**config.mk**
```make
export PLATFORM = sky130hd
export DESIGN_NAME = minmax_contrast_stretch_flat
export DESIGN_NICKNAME = d
export VERILOG_FILES = /design/src/design/mmcs_pkg.sv /design/src/design/mmcs_pix_in_if.sv /design/src/design/mmcs_pix_out_if.sv /design/src/design/minmax_contrast_stretch.sv /design/src/design/mmcs_lane.sv /design/src/design/mmcs_merge.sv /design/src/flat_wrapper.sv
export SDC_FILE = /design/constraint.sdc
export NUM_CORES = 1
export LEC_CHECK = 0
export BUFFER_PORTS_ARGS = -buffer_cell sky130_fd_sc_hd__buf_2
export CORE_AREA = 2 2 159 277
export DETAILED_ROUTE_END_ITERATION = 10
export DIE_AREA = 0 0 161 279
export PLACE_DENSITY_LB_ADDON = 0.25
export SYNTH_ARGS = -nofsm -noshare
export SYNTH_HDL_FRONTEND = slang
export SYNTH_HIERARCHICAL = 1
export SYNTH_SLANG_ARGS = --single-unit
```
**constraint.sdc**
```tcl
create_clock -name clk_i -period 4.3 [get_ports clk_i]
set_clock_uncertainty 0.1 [all_clocks]
set_input_delay 0.645 -clock clk_i [delete_from_list [all_inputs] [get_ports clk_i]]
set_output_delay 0.645 -clock clk_i [all_outputs]
set_load 0.1 [all_outputs]
```
**src/design/mmcs_pkg.sv**
```systemverilog
`timescale 1ns / 1ps

package mmcs_pkg;

  // Width of one color sample and the largest level it can hold.
  localparam int unsigned PixW = 8;
  localparam logic [PixW-1:0] PixMax = {PixW{1'b1}};
  localparam logic [PixW-1:0] PixMin = '0;

  // Red, green and blue each get a lane; alpha bypasses the lanes.
  localparam int unsigned NumLanes = 3;

  // One quotient bit per divider step.
  localparam int unsigned DivSteps = PixW;
  localparam int unsigned CntW = $clog2(DivSteps);

  // Pass codes carried in the op field.
  localparam logic OpMeasure = 1'b0;
  localparam logic OpStretch = 1'b1;

  // What the top level tells every lane on an accepted beat.
  typedef struct packed {
    logic measure;
    logic stretch;
    logic clear;
  } lane_cmd_t;

endpackage

```
**src/design/mmcs_pix_in_if.sv**
```systemverilog
`timescale 1ns / 1ps

interface mmcs_pix_in_if;
  logic                        valid;
  logic                        ready;
  logic                        op;
  logic                        start_frame;
  logic [mmcs_pkg::PixW-1:0]   red;
  logic [mmcs_pkg::PixW-1:0]   green;
  logic [mmcs_pkg::PixW-1:0]   blue;
  logic [mmcs_pkg::PixW-1:0]   alpha;

  modport source (
    output valid, op, start_frame, red, green, blue, alpha,
    input  ready
  );

  modport sink (
    input  valid, op, start_frame, red, green, blue, alpha,
    output ready
  );
endinterface

```
**src/design/mmcs_pix_out_if.sv**
```systemverilog
`timescale 1ns / 1ps

interface mmcs_pix_out_if;
  logic                        valid;
  logic                        ready;
  logic [mmcs_pkg::PixW-1:0]   out_red;
  logic [mmcs_pkg::PixW-1:0]   out_green;
  logic [mmcs_pkg::PixW-1:0]   out_blue;
  logic [mmcs_pkg::PixW-1:0]   out_alpha;

  modport source (
    output valid, out_red, out_green, out_blue, out_alpha,
    input  ready
  );

  modport sink (
    input  valid, out_red, out_green, out_blue, out_alpha,
    output ready
  );
endinterface

```
**src/design/minmax_contrast_stretch.sv**
```systemverilog
`timescale 1ns / 1ps

// Channel  Dir  Beat contents
// -------  ---  ---------------------------------------------------------
// pix_i    in   op, start_frame, red, green, blue, alpha
// pix_o    out  out_red, out_green, out_blue, out_alpha (stretch beats only)
//
// A measure beat is absorbed at its accepting edge; the next beat may follow at once.
// A stretch beat is valid on pix_o after its accepting edge, eight divider steps
// and one output load; if every lane is zero or saturated, after the output load alone.
// The input stalls until the lanes hand their result to the output register,
// which holds it while pix_o stalls. Reset loads every minimum with 255 and
// every maximum with 0, empties the output register and idles the dividers.
module minmax_contrast_stretch (
  input  logic           clk_i,
  input  logic           rst_ni,
  mmcs_pix_in_if.sink    pix_i,
  mmcs_pix_out_if.source pix_o
);

  localparam int unsigned N = mmcs_pkg::NumLanes;

  logic                                 accept;
  mmcs_pkg::lane_cmd_t                  cmd;
  logic [N-1:0]                         lane_busy;
  logic [N-1:0]                         lane_done;
  logic [N-1:0][mmcs_pkg::PixW-1:0]     lane_res;
  logic [N-1:0][mmcs_pkg::PixW-1:0]     lane_pix;
  logic                                 take;
  logic [mmcs_pkg::PixW-1:0]            alpha_q;

  // The lanes share one control flow, so any busy lane blocks the input.
  assign pix_i.ready = ~|lane_busy;
  assign accept      = pix_i.valid && pix_i.ready;

  // The start flag only matters on measure beats.
  always_comb begin
    cmd.measure = accept && (pix_i.op == mmcs_pkg::OpMeasure);
    cmd.stretch = accept && (pix_i.op == mmcs_pkg::OpStretch);
    cmd.clear   = pix_i.start_frame;
  end

  assign lane_pix[0] = pix_i.red;
  assign lane_pix[1] = pix_i.green;
  assign lane_pix[2] = pix_i.blue;

  // Alpha does not go through a lane; it is parked here for the merge.
  always_ff @(posedge clk_i) begin
    if (cmd.stretch) begin
      alpha_q <= pix_i.alpha;
    end
  end

  for (genvar g = 0; g < N; g++) begin : g_lane
    mmcs_lane u_lane (
      .clk_i  (clk_i),
      .rst_ni (rst_ni),
      .cmd_i  (cmd),
      .pix_i  (lane_pix[g]),
      .take_i (take),
      .busy_o (lane_busy[g]),
      .done_o (lane_done[g]),
      .res_o  (lane_res[g])
    );
  end

  mmcs_merge u_merge (
    .clk_i   (clk_i),
    .rst_ni  (rst_ni),
    .done_i  (lane_done),
    .res_i   (lane_res),
    .alpha_i (alpha_q),
    .take_o  (take),
    .pix_o   (pix_o)
  );

endmodule

```
**src/design/mmcs_lane.sv**
```systemverilog
`timescale 1ns / 1ps

// One color channel: running min/max tracking plus a restoring divider
// that produces one quotient bit per cycle.
module mmcs_lane (
  input  logic                      clk_i,
  input  logic                      rst_ni,
  input  mmcs_pkg::lane_cmd_t       cmd_i,
  input  logic [mmcs_pkg::PixW-1:0] pix_i,
  input  logic                      take_i,
  output logic                      busy_o,
  output logic                      done_o,
  output logic [mmcs_pkg::PixW-1:0] res_o
);

  localparam int unsigned W = mmcs_pkg::PixW;

  logic [W-1:0]                  min_q, min_d, max_q, max_d;
  logic [W-1:0]                  base_min, base_max;
  logic                          run_q, run_d, done_q, done_d;
  logic [mmcs_pkg::CntW-1:0]     cnt_q, cnt_d;
  logic [W-1:0]                  rem_q, rem_d, quo_q, quo_d, range_q, range_d;
  logic [W-1:0]                  range_new, offset_new;
  logic [2*W-1:0]                num_new;
  logic                          zero_case, sat_case;
  logic [W:0]                    rem_sh, rem_sub;
  logic                          ge;

  // Measure pass: optional reload, then fold the sample in.
  always_comb begin
    base_min = cmd_i.clear ? mmcs_pkg::PixMax : min_q;
    base_max = cmd_i.clear ? mmcs_pkg::PixMin : max_q;
    min_d    = min_q;
    max_d    = max_q;
    if (cmd_i.measure) begin
      min_d = (pix_i < base_min) ? pix_i : base_min;
      max_d = (pix_i > base_max) ? pix_i : base_max;
    end
  end

  // Stretch setup. The numerator is 255 * offset; since offset < range the
  // quotient fits in W bits and the top half of the numerator is already
  // below the divisor, so the divider starts from it.
  always_comb begin
    range_new  = max_q - min_q;
    offset_new = pix_i - min_q;
    zero_case  = (max_q <= min_q) || (pix_i <= min_q);
    sat_case   = offset_new >= range_new;
    num_new    = {offset_new, {W{1'b0}}} - {{W{1'b0}}, offset_new};
  end

  always_comb begin
    rem_sh  = {rem_q, quo_q[W-1]};
    rem_sub = rem_sh - {1'b0, range_q};
    ge      = rem_sh >= {1'b0, range_q};
  end

  always_comb begin
    run_d   = run_q;
    done_d  = done_q;
    cnt_d   = cnt_q;
    rem_d   = rem_q;
    quo_d   = quo_q;
    range_d = range_q;
    if (cmd_i.stretch) begin
      range_d = range_new;
      cnt_d   = '0;
      if (zero_case) begin
        quo_d  = mmcs_pkg::PixMin;
        done_d = 1'b1;
      end else if (sat_case) begin
        quo_d  = mmcs_pkg::PixMax;
        done_d = 1'b1;
      end else begin
        rem_d = num_new[2*W-1:W];
        quo_d = num_new[W-1:0];
        run_d = 1'b1;
      end
    end else if (run_q) begin
      rem_d = ge ? rem_sub[W-1:0] : rem_sh[W-1:0];
      quo_d = {quo_q[W-2:0], ge};
      cnt_d = cnt_q + 1'b1;
      if (cnt_q == mmcs_pkg::CntW'(mmcs_pkg::DivSteps - 1)) begin
        run_d  = 1'b0;
        done_d = 1'b1;
      end
    end else if (take_i) begin
      done_d = 1'b0;
    end
  end

  always_ff @(posedge clk_i or negedge rst_ni) begin
    if (!rst_ni) begin
      min_q  <= mmcs_pkg::PixMax;
      max_q  <= mmcs_pkg::PixMin;
      run_q  <= 1'b0;
      done_q <= 1'b0;
      cnt_q  <= '0;
    end else begin
      min_q  <= min_d;
      max_q  <= max_d;
      run_q  <= run_d;
      done_q <= done_d;
      cnt_q  <= cnt_d;
    end
  end

  always_ff @(posedge clk_i) begin
    rem_q   <= rem_d;
    quo_q   <= quo_d;
    range_q <= range_d;
  end

  assign busy_o = run_q | done_q;
  assign done_o = done_q;
  assign res_o  = quo_q;

endmodule

```
**src/design/mmcs_merge.sv**
```systemverilog
`timescale 1ns / 1ps

// Gathers the lane quotients and the held alpha into the output register.
module mmcs_merge (
  input  logic                                               clk_i,
  input  logic                                               rst_ni,
  input  logic [mmcs_pkg::NumLanes-1:0]                      done_i,
  input  logic [mmcs_pkg::NumLanes-1:0][mmcs_pkg::PixW-1:0] res_i,
  input  logic [mmcs_pkg::PixW-1:0]                          alpha_i,
  output logic                                               take_o,
  mmcs_pix_out_if.source                                     pix_o
);

  logic                      valid_q, valid_d;
  logic [mmcs_pkg::PixW-1:0] red_q, green_q, blue_q, alpha_q;

  // A lane that skipped its divider holds its done flag until the dividing
  // lanes finish, so all results are taken together.
  assign take_o = (&done_i) && (!valid_q || pix_o.ready);

  always_comb begin
    valid_d = valid_q;
    if (take_o) begin
      valid_d = 1'b1;
    end else if (pix_o.ready) begin
      valid_d = 1'b0;
    end
  end

  always_ff @(posedge clk_i or negedge rst_ni) begin
    if (!rst_ni) begin
      valid_q <= 1'b0;
    end else begin
      valid_q <= valid_d;
    end
  end

  always_ff @(posedge clk_i) begin
    if (take_o) begin
      red_q   <= res_i[0];
      green_q <= res_i[1];
      blue_q  <= res_i[2];
      alpha_q <= alpha_i;
    end
  end

  assign pix_o.valid     = valid_q;
  assign pix_o.out_red   = red_q;
  assign pix_o.out_green = green_q;
  assign pix_o.out_blue  = blue_q;
  assign pix_o.out_alpha = alpha_q;

endmodule
```
**src/flat_wrapper.sv**
```systemverilog
// flat-port wrapper written by rule: the top's interface ports become plain ports
module minmax_contrast_stretch_flat 
  (clk_i, rst_ni, pix_i_valid, pix_i_op, pix_i_start_frame, pix_i_red, pix_i_green, pix_i_blue, pix_i_alpha, pix_i_ready, pix_o_valid, pix_o_out_red, pix_o_out_green, pix_o_out_blue, pix_o_out_alpha, pix_o_ready);
  mmcs_pix_in_if pix_i_i ();
  mmcs_pix_out_if pix_o_i ();
  input  logic clk_i;
  input  logic rst_ni;
  input wire logic [$bits(pix_i_i.valid)-1:0] pix_i_valid;
  input wire logic [$bits(pix_i_i.op)-1:0] pix_i_op;
  input wire logic [$bits(pix_i_i.start_frame)-1:0] pix_i_start_frame;
  input wire logic [$bits(pix_i_i.red)-1:0] pix_i_red;
  input wire logic [$bits(pix_i_i.green)-1:0] pix_i_green;
  input wire logic [$bits(pix_i_i.blue)-1:0] pix_i_blue;
  input wire logic [$bits(pix_i_i.alpha)-1:0] pix_i_alpha;
  output wire logic [$bits(pix_i_i.ready)-1:0] pix_i_ready;
  output wire logic [$bits(pix_o_i.valid)-1:0] pix_o_valid;
  output wire logic [$bits(pix_o_i.out_red)-1:0] pix_o_out_red;
  output wire logic [$bits(pix_o_i.out_green)-1:0] pix_o_out_green;
  output wire logic [$bits(pix_o_i.out_blue)-1:0] pix_o_out_blue;
  output wire logic [$bits(pix_o_i.out_alpha)-1:0] pix_o_out_alpha;
  input wire logic [$bits(pix_o_i.ready)-1:0] pix_o_ready;
  assign pix_i_i.valid = pix_i_valid;
  assign pix_i_i.op = pix_i_op;
  assign pix_i_i.start_frame = pix_i_start_frame;
  assign pix_i_i.red = pix_i_red;
  assign pix_i_i.green = pix_i_green;
  assign pix_i_i.blue = pix_i_blue;
  assign pix_i_i.alpha = pix_i_alpha;
  assign pix_i_ready = pix_i_i.ready;
  assign pix_o_valid = pix_o_i.valid;
  assign pix_o_out_red = pix_o_i.out_red;
  assign pix_o_out_green = pix_o_i.out_green;
  assign pix_o_out_blue = pix_o_i.out_blue;
  assign pix_o_out_alpha = pix_o_i.out_alpha;
  assign pix_o_i.ready = pix_o_ready;
  minmax_contrast_stretch u_core (.clk_i(clk_i), .rst_ni(rst_ni), .pix_i(pix_i_i), .pix_o(pix_o_i));
endmodule
```
==> results by group <==
Run status
  – Result of the run: finished, final reports clean

Detailed routing
  – Wire length per cell: 17.3 µm
  – Sum of routed wire length over all layers: 32900 µm
  – Iteration-0 DRC Markers: 352
  – Antenna-violating nets left: 0
  – Total DRC errors in the routed layout: 0
  – Via density per instance: 5.04
  – Number of vias after detailed routing: 9610
  – Total iterations of the first detailed-routing run: 5

Finish
  – Sequential Area: 4990 µm²
  – Post-layout instance area: 14400 µm²
  – Multi-input combinational cell area: 7070 µm²
  – Most common library cell in the layout ignoring fill and taps: sky130_fd_sc_hd__ha_1
  – Filler-free cell count of the finished design: 1905
  – Area growth from synthesis to layout: 13.7%
  – Total number of nets in the final design: 1521
  – Fillers: 4329
  – Most frequent cells in the layout: sky130_fd_sc_hd__ha_1, sky130_fd_sc_hd__inv_1, sky130_fd_sc_hd__edfxtp_1, sky130_fd_sc_hd__nor2_1, sky130_fd_sc_hd__nand2_1
  – Fraction of layout cells with a size suffix above 1: 0.170

Floorplan
  – Number of top-level pins: 72
  – Horizontal die dimension: 161 µm
  – Die H: 279 µm
  – Initial core utilization: 0.297
  – Num rows: 100
  – Total die area: 44900 µm²
  – Total core area: 42500 µm²

Synth
  – Most frequently used flop master after synthesis: sky130_fd_sc_hd__edfxtp_1
  – Yosys warning count: 6
  – Post-Syn Area per Cell: 10.2 µm²
  – Mapped Cells: 1238
  – Synthesized Nets: 1429
  – Sequential fraction of the synthesis area: 0.395
  – Cell variety after synth: 91
  – FFs w/ async S/R, synth: 0.364
  – Cell Area, Synth: 12600 µm²
  – Number of enable-type register cells in the synthesized netlist: 112
  – Number of storage elements in the synthesis netlist: 176

Placed design
  – Buffers on Ports: 71
  – DP HPWL: 26400 µm
  – Pre-CTS setup slack: 0.144 ns
  – Instance area after placement: 13800 µm²
  – # placed instances: 1872
  – RD Place Congestion: 0.840

CTS
  – Number of buffers created by CTS: 17
  – Clock root buffer master: sky130_fd_sc_hd__clkbuf_16
  – Skew-Pair Late Insertion Delay: 0.46 ns
  – CTS tree: built
  – Number of buffers inserted to repair setup after CTS: 0
  – Clk sinks: 176
  – Clock transition at path regs: 0.08 ns
  – Total number of H-tree levels: 4
  – Hold bufs inserted after CTS: 0
  – Buffer levels on the longest clock path: 2
  – # resized after CTS: 0

STA
  – Achievable clock frequency: 247 MHz
  – Total setup violations reported at the end of the flow: 0
  – Final worst-path cycle share: 0.941
  – Headroom to the max-slew limit: 0.387
  – Final Max Tran Viols: 0
  – Fin Setup TNS: 0 ns
  – Min Clock Period, post-route: 4.05 ns
  – Count of endpoints failing hold in the final timing report: 0
  – Transition at the pin with the smallest max-transition slack: 0.920 ns
  – Minimum hold slack: 0.0359 ns
  – RSZ-0062 raised after global routing: false
  – Crit path setup slack, layout: 0.253 ns

Power
  – Comb pwr share: 0.094
  – Proportion of power drawn by the clock network: 0.409
  – P_int: 2.67 mW
  – Portion of total power attributed to sequential cells: 0.497
  – VDD IR-drop max: 199 µV
  – Net switching fraction of the power: 0.258
  – Total power divided by cell area: 250 nW/µm²
  – Leakage power total: 6.22 nW
  – Power spent charging and discharging nets: 0.926 mW

Worst setup path
  – Data required time at the worst endpoint: 4.32 ns
  – Arrival time worst endpoint: 4.07 ns
  – Highest-delay cell along the critical path: sky130_fd_sc_hd__dfstp_2
  – Cell family with most CP delay: compound AO/OA/AOI/OAI gates
  – Largest driver fanout on the critical path: 8
  – Element type at the critical path end: flip-flop
  – Class of the most critical setup path: flip-flop to flip-flop
  – Worst path bufs/invs: 1
  – Launching element type of the critical path: flip-flop
  – Most frequent CP cell: sky130_fd_sc_hd__nand2_1
  – Critical path cell sequence: inv_1, ha_1, nor2b_1, o21ai_0, nand2b_1, a21o_1, a21o_1, xnor2_1, ha_1, nand2_1, nand2_1, o221ai_1, a31oi_1, a211o_1, or2_4, nand2_1
  – CP peak stage delay: 0.57 ns

Global routing
  – Largest net degree at the start of global routing: 41
  – Via count of the first global-routing pass: 10021
  – GRT Overall Usage: 0.149
  – Initial antenna violation count: 1
  – Global-route wire length before repair: 52300 µm
  – Total grt overflow: 0

Hold path
  – Hold/Removal Path Class: input pin to async pin

Run
  – Max capacitance violation total: 0
-- path summary, 6_finish.rpt --
| check | startpoint | to | slack (ns) | depth (start not counted) |
|---|---|---|---|---|
| max | u_core/g_lane[1].u_lane/min_q[1] | u_core/g_lane[1].u_lane/rem_q[1] | 0.25 | 16 |
| min | rst_ni | u_core/g_lane[1].u_lane/max_q[2] | 0.04 | 1 |
| max reg2reg | u_core/g_lane[1].u_lane/min_q[1] | u_core/g_lane[1].u_lane/rem_q[1] | 0.25 | 16 |
| min reg2reg | u_core/alpha_q[2] | u_core/u_merge/pix_o.out_alpha[2] | 0.32 | 0 |
| max in group asynchronous | rst_ni | u_core/g_lane[0].u_lane/min_q[5] | 3.15 | 2 |
| min in group clk_i | pix_i_alpha[6] | u_core/alpha_q[6] | 0.27 | 1 |
-- cell usage after synthesis (5+ instances only) --
cell | instances | area share
sky130_fd_sc_hd__a211oi_1 | 11 | 0.0065
sky130_fd_sc_hd__a21boi_0 | 5 | 0.0030
sky130_fd_sc_hd__a21o_1 | 38 | 0.023
sky130_fd_sc_hd__a21oi_1 | 52 | 0.021
sky130_fd_sc_hd__a22o_1 | 28 | 0.019
sky130_fd_sc_hd__a31oi_1 | 16 | 0.0079
sky130_fd_sc_hd__and2_1 | 8 | 0.0040
sky130_fd_sc_hd__and3_2 | 5 | 0.0030
sky130_fd_sc_hd__buf_2 | 6 | 0.0024
sky130_fd_sc_hd__clkbuf_1 | 19 | 0.0056
sky130_fd_sc_hd__dfrtp_1 | 40 | 0.079
sky130_fd_sc_hd__dfstp_2 | 24 | 0.050
sky130_fd_sc_hd__edfxtp_1 | 112 | 0.27
sky130_fd_sc_hd__fa_1 | 9 | 0.014
sky130_fd_sc_hd__ha_1 | 144 | 0.14
sky130_fd_sc_hd__inv_1 | 114 | 0.034
sky130_fd_sc_hd__mux2_2 | 24 | 0.021
sky130_fd_sc_hd__mux2i_1 | 19 | 0.015
sky130_fd_sc_hd__nand2_1 | 73 | 0.022
sky130_fd_sc_hd__nand2b_1 | 44 | 0.022
sky130_fd_sc_hd__nand3_1 | 17 | 0.0067
sky130_fd_sc_hd__nand4_1 | 16 | 0.0079
sky130_fd_sc_hd__nor2_1 | 82 | 0.024
sky130_fd_sc_hd__nor2b_1 | 24 | 0.012
sky130_fd_sc_hd__nor3_1 | 13 | 0.0051
sky130_fd_sc_hd__o211ai_1 | 11 | 0.0065
sky130_fd_sc_hd__o21a_1 | 17 | 0.010
sky130_fd_sc_hd__o21ai_0 | 48 | 0.019
sky130_fd_sc_hd__o21ai_1 | 12 | 0.0048
sky130_fd_sc_hd__o21bai_1 | 5 | 0.0030
sky130_fd_sc_hd__o221ai_1 | 8 | 0.0055
sky130_fd_sc_hd__o22ai_1 | 11 | 0.0054
sky130_fd_sc_hd__o2bb2ai_1 | 9 | 0.0062
sky130_fd_sc_hd__o31ai_1 | 7 | 0.0042
sky130_fd_sc_hd__or2_2 | 7 | 0.0035
sky130_fd_sc_hd__or3_1 | 8 | 0.0040
sky130_fd_sc_hd__xnor2_1 | 36 | 0.025
sky130_fd_sc_hd__xor2_1 | 19 | 0.013
-- layout make-up --
type                            count  area share
Inverter                          115      0.0300
Tap cell                          561      0.0489
Antenna cell                        1    0.000174
Timing Repair Buffer              105      0.0435
Multi-Input combinational cell    915       0.492
Clock buffer                       19      0.0301
Clock inverter                     13     0.00749
Sequential cell                   176       0.348
-- through the flow --
step,power [mW],utilization
3_3_place_gp,2.16,0.325
2_1_floorplan,2.03,-
3_5_place_dp,2.16,0.325
5_1_grt,3.75,0.338
6_report,3.60,0.338
4_1_cts,3.66,0.338
-- worst reg2reg max path: cells and delay by family, from the launching register on --
family,cells,cell delay (ns)
buffers and inverters,1,0.11
xor gates and xnor gates,1,0.31
AOI/OAI and AO/OA,6,1.08
adders and majority gates,2,0.66
DFF,1,0.57
and+or+nand+nor,6,0.88
-- cell families (layout without fill, tap and decap cells) --
kind of cell    Yosys count  count (layout)  share of synthesized area
flops                   176             176                      0.395
fa+ha+maj               153             153                      0.157
simple gates            330             330                      0.136
compound gates          332             332                      0.188
xor+xnor                 57              57                     0.0416
buf+inv                 147             252                     0.0464
other cells               0               1                          0
mux                      43              43                     0.0364
-- layer usage --
metal,vias up,part of all wire,track usage
met2,150,0.57,0.298
li1,4732,-,-
met3,57,0.026,0.0218
met4,2,0.032,0.0643
met5,-,0.00021,0
met1,4669,0.38,0.150
-- power groups by stage --
| stage | Combinational, mW | Sequential (mW) | Clock (mW) |
|---|---|---|---|
| floorplan | 0.205 | 1.82 | 0 |
| global placement | 0.337 | 1.82 | 0 |
| detailed placement | 0.339 | 1.82 | 0 |
| CTS | 0.341 | 1.78 | 1.53 |
| global route | 0.373 | 1.78 | 1.59 |
| finish | 0.338 | 1.79 | 1.47 |
-- state kept, by name (all words and copies together), names as in the netlist --
| name | count |
|---|---|
| u_core/u_merge/pix_o.out_red | 8 |
| u_core/g_lane.u_lane/range_q | 24 |
| u_core/g_lane.u_lane/res_o | 24 |
| u_core/u_merge/pix_o.out_green | 8 |
| u_core/g_lane.u_lane/run_q | 3 |
| u_core/u_merge/pix_o.out_blue | 8 |
| u_core/u_merge/pix_o.valid | 1 |
| u_core/g_lane.u_lane/max_q | 24 |
| u_core/g_lane.u_lane/cnt_q | 9 |
| u_core/u_merge/pix_o.out_alpha | 8 |
| u_core/g_lane.u_lane/rem_q | 24 |
| u_core/g_lane.u_lane/min_q | 24 |
| u_core/alpha_q | 8 |
| u_core/g_lane.u_lane/done_o | 3 |
No activity file was read; power rests on OpenSTA's default activity.
